==> config.mk <==
export PLATFORM = sky130hd
export DESIGN_NAME = bsa_ctrl
export DESIGN_NICKNAME = d
export VERILOG_FILES = /design/src/rtl/core/bsa_pkg.sv /design/src/rtl/core/bsa_ctrl.sv
export SDC_FILE = /design/constraint.sdc
export NUM_CORES = 1
export LEC_CHECK = 0
export BUFFER_PORTS_ARGS = -buffer_cell sky130_fd_sc_hd__buf_2
export CAP_MARGIN = 30
export CELL_PAD_IN_SITES_DETAIL_PLACEMENT = 1
export CELL_PAD_IN_SITES_GLOBAL_PLACEMENT = 1
export CORE_UTILIZATION = 37
export DETAILED_ROUTE_END_ITERATION = 10
export GPL_TIMING_DRIVEN = 0
export HOLD_SLACK_MARGIN = 0.15
export PLACE_DENSITY_LB_ADDON = 0.1
export SLEW_MARGIN = 20
export SYNTH_ARGS = -nofsm -noshare
export SYNTH_HDL_FRONTEND = slang
export SYNTH_SLANG_ARGS = --single-unit
==> constraint.sdc <==
create_clock -name clk -period 5.3 [get_ports clk]
set_input_delay 0.53 -clock clk [delete_from_list [all_inputs] [get_ports clk]]
set_output_delay 0.53 -clock clk [all_outputs]
set_load 0.01 [all_outputs]
==> src/rtl/core/bsa_pkg.sv <==
// Shared constants, types and command/status structs for the banker's allocator.
package bsa_pkg;

	localparam int NUM_RES       = 4;
	localparam int MAX_CUSTOMERS = 8;
	localparam int COUNT_WIDTH   = 16;
	localparam int AMOUNT_FIELDS = 4;
	localparam int AMT_W         = 16;
	localparam int SLOT_W        = 3;
	localparam int KIND_W        = 2;
	localparam int STATUS_W      = 3;

	localparam int CUST_W = (MAX_CUSTOMERS > 1) ? $clog2(MAX_CUSTOMERS) : 1;
	localparam int SCAN_W = $clog2(MAX_CUSTOMERS + 1);
	// available plus every allocation stays below (MAX_CUSTOMERS+1) * 2^COUNT_WIDTH
	localparam int WORK_W = COUNT_WIDTH + CUST_W + 1;

	typedef logic [COUNT_WIDTH-1:0]              cnt_t;
	typedef logic [NUM_RES-1:0][COUNT_WIDTH-1:0] vec_t;
	typedef logic [NUM_RES-1:0][WORK_W-1:0]      work_t;

	typedef struct packed {
		vec_t need;
		vec_t alloc;
	} row_t;

	typedef enum logic [KIND_W-1:0] {
		KIND_SET_AVAIL = 2'd0,
		KIND_REGISTER  = 2'd1,
		KIND_REQUEST   = 2'd2,
		KIND_RELEASE   = 2'd3
	} kind_t;

	typedef enum logic [STATUS_W-1:0] {
		ST_OK         = 3'd0,
		ST_SLOT_STATE = 3'd1,
		ST_OVER_NEED  = 3'd2,
		ST_OVER_AVAIL = 3'd3,
		ST_UNSAFE     = 3'd4
	} status_t;

	typedef struct packed {
		logic              load_item;
		logic              set_avail;
		logic              reg_slot;
		logic              rd_slot;
		logic              release_slot;
		logic              grant;
		logic              rollback;
		logic              scan_rd;
		logic              scan_eval;
		logic              scan_restart;
		logic [CUST_W-1:0] scan_idx;
		logic [CUST_W-1:0] eval_idx;
	} bsa_cmd_t;

	typedef struct packed {
		kind_t kind;
		logic  slot_bad;
		logic  over_need;
		logic  over_avail;
		logic  all_done;
		logic  progress;
	} bsa_stat_t;

endpackage

==> src/rtl/core/bsa_ctrl.sv <==
// Controller: item sequencing, safety scan passes, result register.
module bsa_ctrl (
	input  logic                         clk,
	input  logic                         arst_n,
	input  logic                         in_valid,
	output logic                         in_ready,
	output logic                         out_valid,
	input  logic                         out_ready,
	output logic                         out_granted,
	output logic [bsa_pkg::STATUS_W-1:0] out_status,
	input  bsa_pkg::bsa_stat_t           stat,
	output bsa_pkg::bsa_cmd_t            cmd
);
	import bsa_pkg::*;

	typedef enum logic [2:0] {
		S_IDLE,
		S_DECODE,
		S_CHECK,
		S_SCAN,
		S_RESULT
	} state_t;

	state_t            state_q;
	logic [SCAN_W-1:0] k_q;
	status_t           res_q;
	status_t           out_status_q;
	logic              out_valid_q;
	logic              pass_end;
	logic [SCAN_W-1:0] k_prev;

	assign pass_end = (k_q == SCAN_W'(MAX_CUSTOMERS));
	assign k_prev   = k_q - 1'b1;

	assign in_ready    = (state_q == S_IDLE);
	assign out_valid   = out_valid_q;
	assign out_status  = out_status_q;
	assign out_granted = (out_status_q == ST_OK);

	always_comb begin
		cmd          = '0;
		cmd.scan_idx = CUST_W'(k_q);
		cmd.eval_idx = CUST_W'(k_prev);
		case (state_q)
			S_IDLE:   cmd.load_item = in_valid;
			S_DECODE: begin
				case (stat.kind)
					KIND_SET_AVAIL: cmd.set_avail = 1'b1;
					KIND_REGISTER:  cmd.reg_slot  = !stat.slot_bad;
					default:        cmd.rd_slot   = !stat.slot_bad;
				endcase
			end
			S_CHECK: begin
				if (stat.kind == KIND_RELEASE) begin
					cmd.release_slot = 1'b1;
				end else begin
					cmd.grant = !stat.over_need && !stat.over_avail;
				end
			end
			S_SCAN: begin
				cmd.scan_rd   = !pass_end;
				cmd.scan_eval = (k_q != '0);
				if (pass_end) begin
					cmd.scan_restart = stat.progress && !stat.all_done;
					cmd.rollback     = !stat.progress && !stat.all_done;
				end
			end
			default: ;
		endcase
	end

	always_ff @(posedge clk or negedge arst_n) begin
		if (!arst_n) begin
			state_q      <= S_IDLE;
			k_q          <= '0;
			res_q        <= ST_OK;
			out_status_q <= ST_OK;
			out_valid_q  <= 1'b0;
		end else begin
			if (out_valid_q && out_ready) out_valid_q <= 1'b0;
			case (state_q)
				S_IDLE: begin
					if (in_valid) state_q <= S_DECODE;
				end
				S_DECODE: begin
					if (stat.kind == KIND_SET_AVAIL) begin
						res_q   <= ST_OK;
						state_q <= S_RESULT;
					end else if (stat.slot_bad) begin
						res_q   <= ST_SLOT_STATE;
						state_q <= S_RESULT;
					end else if (stat.kind == KIND_REGISTER) begin
						res_q   <= ST_OK;
						state_q <= S_RESULT;
					end else begin
						state_q <= S_CHECK;
					end
				end
				S_CHECK: begin
					if (stat.kind == KIND_RELEASE) begin
						res_q   <= ST_OK;
						state_q <= S_RESULT;
					end else if (stat.over_need) begin
						res_q   <= ST_OVER_NEED;
						state_q <= S_RESULT;
					end else if (stat.over_avail) begin
						res_q   <= ST_OVER_AVAIL;
						state_q <= S_RESULT;
					end else begin
						k_q     <= '0;
						state_q <= S_SCAN;
					end
				end
				S_SCAN: begin
					if (!pass_end) begin
						k_q <= k_q + 1'b1;
					end else if (stat.all_done) begin
						res_q   <= ST_OK;
						state_q <= S_RESULT;
					end else if (stat.progress) begin
						k_q <= '0;
					end else begin
						res_q   <= ST_UNSAFE;
						state_q <= S_RESULT;
					end
				end
				S_RESULT: begin
					if (!out_valid_q || out_ready) begin
						out_valid_q  <= 1'b1;
						out_status_q <= res_q;
						state_q      <= S_IDLE;
					end
				end
				default: state_q <= S_IDLE;
			endcase
		end
	end

`ifndef SYNTHESIS
	a_accept_decode: assert property (@(posedge clk) disable iff (!arst_n)
		(in_valid && in_ready) |=> (state_q == S_DECODE))
		else $error("accepted transaction not decoded");
	a_scan_bound: assert property (@(posedge clk) disable iff (!arst_n)
		(state_q == S_SCAN) |-> (k_q <= SCAN_W'(MAX_CUSTOMERS)))
		else $error("scan index out of range");
	a_grant_once: assert property (@(posedge clk) disable iff (!arst_n)
		!(cmd.grant && cmd.rollback))
		else $error("grant and rollback together");
	a_result_load: assert property (@(posedge clk) disable iff (!arst_n)
		(state_q == S_RESULT && (!out_valid_q || out_ready)) |=>
		(out_valid_q && out_status_q == $past(res_q)))
		else $error("result not loaded");
`endif

endmodule

==> After elaboration in Yosys (flattened, before gate mapping) <==
Index checks and enable logic that the tools add are counted.
{ "classes": {"div": 0, "n_reduce_logical": 23, "shifts": 0, "addsub": 2, "n_eq_ne": 18, "muxes": 42, "n_bitwise": 0, "order_cmp": 0, "multipliers": 0} }
{ "ops": {"columns": ["op", "n"], "rows": [
  ["$mux W3", 20],
  ["$mux W4", 7],
  ["$pmux W3 S5", 1],
  ["$ne A2 B2 Y1 const B", 6],
  ["$mux W1", 11],
  ["$ne A3 B3 Y1 const B", 3],
  ["$pmux W3 S3", 1],
  ["$ne A4 B4 Y1 const B", 2],
  ["$pmux W4 S2", 1],
  ["$logic_not A1 Y1", 7],
  ["$eq A3 B2 Y1 const B", 2],
  ["$logic_not A3 Y1", 2],
  ["$reduce_and A6 Y1", 1],
  ["$reduce_and A5 Y1", 1],
  ["$add A4 B1 Y4 const B", 1],
  ["$eq A4 B4 Y1 const B", 1],
  ["$logic_and A1 B1 Y1", 4],
  ["$reduce_and A4 Y1", 1],
  ["$reduce_bool A4 Y1", 1],
  ["$eq A3 B1 Y1 const B", 1],
  ["$eq A3 B3 Y1 const B", 1],
  ["$reduce_bool A3 Y1", 1],
  ["$sub A3 B1 Y3 const B", 1],
  ["$eq A2 B1 Y1 const B", 1],
  ["other kinds (7)", 7]
]} }
{ "totals": {"ram_bits": 0, "regBits": 14, "wordCells": 90, "rom_bits": 0, "mem_count": 0, "inputBits": 11, "latchBits": 0} }

==> Longest topological paths before layout <==
{ "depth": {"ltp_word": 5, "ltp_mapped": 6, "mapped_depth_nobuf": 6} }

==> Least setup slack after synthesis <==
No wires, ideal clock.
{ "synth_timing": {"kind": "register to output", "start": "register k_q[0]", "end": "output port cmd[9] (netlist name)", "setup_slack_ns": 3.395, "arrival_ns": 1.375, "path_stages_with_launch": 5, "cell_sequence": "dfrtp_1 inv_1 ha_1 nand3b_4 nor4_1"} }
{ "synth_lines": {"columns": ["item", "line", "text"], "rows": [
  ["from (decl)", "bsa_ctrl.sv:25", "logic [SCAN_W-1:0] k_q;"],
  ["from (signal assigned)", "bsa_ctrl.sv:116", "k_q <= k_q + 1'b1;"],
  ["to (decl)", "bsa_ctrl.sv:12", "output bsa_pkg::bsa_cmd_t cmd"]
]} }

==> impl_metrics.json <==
{
  "rr_startpoint": "k_q[0]",
  "finalWirelength_um": 1940,
  "cts_made_buffers": 3,
  "synth_largest_area_cell": "dfrtp_1",
  "timing.final.ws_setup_ns": 3.00,
  "syn_area_per_cell_um2": 10.0,
  "rsz0062_at_grt": "false",
  "period_share": 0.434,
  "placementRows": 17,
  "path_class": "reg2out",
  "holdCritPathClass": "reg2reg",
  "avgViaCountPerCell": 5.03,
  "synth-seq-area-share": 0.411,
  "syn_nets": 98,
  "crit_arrival_ns": 1.77,
  "syn2layout_area_growth_pct": 28.3,
  "start_util": 0.389,
  "critPathRequiredTime_ns": 4.77,
  "endpoint": "cmd[9]",
  "dieArea_um2": 2500,
  "synth_area_um2": 853,
  "synth_xor_area_frac": 0.0103,
  "final_util": 0.500,
  "finClkSkew_ns": 0.00180,
  "post_cts_resize_count": 0,
  "drive_gt1_frac": 0.410,
  "r2r_end": "res_q[0]",
  "setup_viol": 0,
  "ys_top_cells_by_area": "dfrtp_1, nor2_1, nand2_1",
  "grt_overflow": 0,
  "die_h_um": 50.0,
  "route.detailed.drc": 0,
  "synth_fa_ha_area_frac": 0.0293,
  "cp-start-kind": "flip-flop",
  "initialDrtViolationCount": 6,
  "die_w_um": 50.0,
  "powerDensity_nw_per_um2": 492,
  "grt_use_total": 0.179,
  "portBuffers": 32,
  "clk_latency_ns": 0.28,
  "drtPass1Iterations": 4,
  "cts_buffer_depth": 2,
  "relSlewSlack": 0.742,
  "cts_tree": "built",
  "ys.flop_type": "dfrtp_1",
  "clk_pin_slew_worst_paths_ns": 0.08,
  "cp_max_fo": 7,
  "htree_levels": 1,
  "n_antenna_cell": 0,
  "ioPinCount": 33,
  "final_max_slew_viol_count": 0,
  "antenna_found_initial": 0,
  "synthMuxAreaShare": 0.0689,
  "cts_hold_buf": 1,
  "status": "completed",
  "maxCapViolations": 0,
  "fmax_ghz": 0.434,
  "wire_per_inst_um": 12.9,
  "ys_async_sr_fraction": 1.00,
  "vias": 755,
  "grt_pass1_wl_um": 3320,
  "hold_ws_ns": 0.489,
  "place_ws_ns": 3.27,
  "tns_ns": 0,
  "placed_area_um2": 1050,
  "gp_congestion": 0.689,
  "synth_top_family_by_area": "simple AND/OR/NAND/NOR gates",
  "tightest_slew_ns": 0.384,
  "yosys_warnings": 0,
  "core-area_um2": 2190,
  "yosysTopAreaCellShare": 0.411,
  "synth-edff-count": 0,
  "ys_types": 37,
  "ant_nets": 0,
  "first_global_vias": 716,
  "grt_max_degree": 15,
  "period_minus_slack_ns": 2.30,
  "synth-simple-area-share": 0.287,
  "ys_ff_latch": 14,
  "synth_top_cells_by_count": "dfrtp_1, nor2_1, nand2_1",
  "r2r.worst_path.cells": 6,
  "stdcell_area_um2": 1090,
  "cts.sinks": 14,
  "fin_nets": 136,
  "peakVddDrop_mv": 0.231,
  "synth-compound-area-share": 0.122,
  "r2r_slack_ns": 3.37,
  "synthCells": 85,
  "hold_violations": 0,
  "crit_start": "k_q[0]",
  "synth_most_common_cell": "dfrtp_1",
  "end_kind": "primary output",
  "leakagePower_nw": 0.584,
  "place.detailed.hpwl_um": 1550,
  "post_cts_buffers": 0,
  "cts-root-buf": "clkbuf_4"
}
==> stage by stage <==
step                      instances  total power [mW]
after CTS                       150             0.546
final                           150             0.538
after detailed placement        145             0.467
after global routing            150             0.585
after global placement          145             0.457
after floorplan                  85             0.372
==> worst max-delay path: stages, from the launching register on <==
cell	delay, ns
dfrtp_1	0.46
inv_1	0.10
ha_1	0.24
nand3b_4	0.12
nor4_1	0.37
buf_2	0.21
==> worst min-delay path by stage <==
| stage | startpoint | to | slack (ns) | depth (start not counted) |
|---|---|---|---|---|
| 2_1_floorplan | arst_n | k_q[0] | 0.23 | 0 |
| 6_report | res_q[2] | res_q[2] | 0.49 | 1 |
| 3_3_place_gp | arst_n | k_q[3] | 0.44 | 1 |
| 4_1_cts | res_q[2] | res_q[2] | 0.50 | 1 |
| 5_1_grt | res_q[2] | res_q[2] | 0.53 | 1 |
| 3_5_place_dp | arst_n | k_q[3] | 0.44 | 1 |
==> sequential cells by signal, indices dropped and copies added (netlist names) <==
register    count
res_q           3
out_valid       1
state_q         3
k_q             4
out_status      3
==> cells by family after synthesis <==
| family | count (synthesis) |
|---|---|
| xor+xnor | 1 |
| mux | 5 |
| buf+inv | 11 |
| fa+ha+maj | 2 |
| compound gates | 15 |
| flops | 14 |
| simple gates | 37 |
==> report_power, final <==
group / leakage, nW / switching (mW) / internal (mW) / total [mW]
clock network: 0.0210 / 0.0352 / 0.0418 / 0.0771
registers: 0.183 / 0.0403 / 0.144 / 0.184
logic: 0.380 / 0.142 / 0.134 / 0.277
total: 0.584 / 0.218 / 0.320 / 0.538
==> layout make-up <==
class                   instances  area [µm²]
flip-flops and latches         14         350
clock buffers                   4        36.3
multi-input cells              60         442
fillers                       273        1100
inverters                       6        22.5
well taps                      28        35.0
repair buffers                 33         170
plain buffers                   5        38.8
==> cell usage in the layout (no fill, tap or decap), drive strengths merged <==
master	Yosys	routed
nand2	7	7
nor4b	2	2
nor4	1	1
a41oi	1	1
nor3b	1	1
o21a	1	1
ha	2	2
dfrtp	14	14
or3b	1	1
nand3	2	2
nand2b	2	2
nand4b	1	1
a31oi	1	1
nor3	2	2
xor2	1	1
o221ai	1	1
mux2	4	4
inv	6	6
and3b	2	2
a21oi	5	5
nor2b	2	2
a32oi	1	1
buf	5	37
clkbuf	0	4
and2	1	1
o21ai	4	4
dlygate4sd3	0	1
nor4bb	1	1
nand3b	3	3
nor2	9	9
mux2i	1	1
a21o	1	1
==> routing by layer <==
metal	track usage	up-vias	part of all wire
met2	0.291	27	0.51
li1	-	369	-
met5	0	-	0
met1	0.223	354	0.42
met3	0.0463	5	0.054
met4	0.0714	0	0.018
Power figures use the tool's default switching activity.
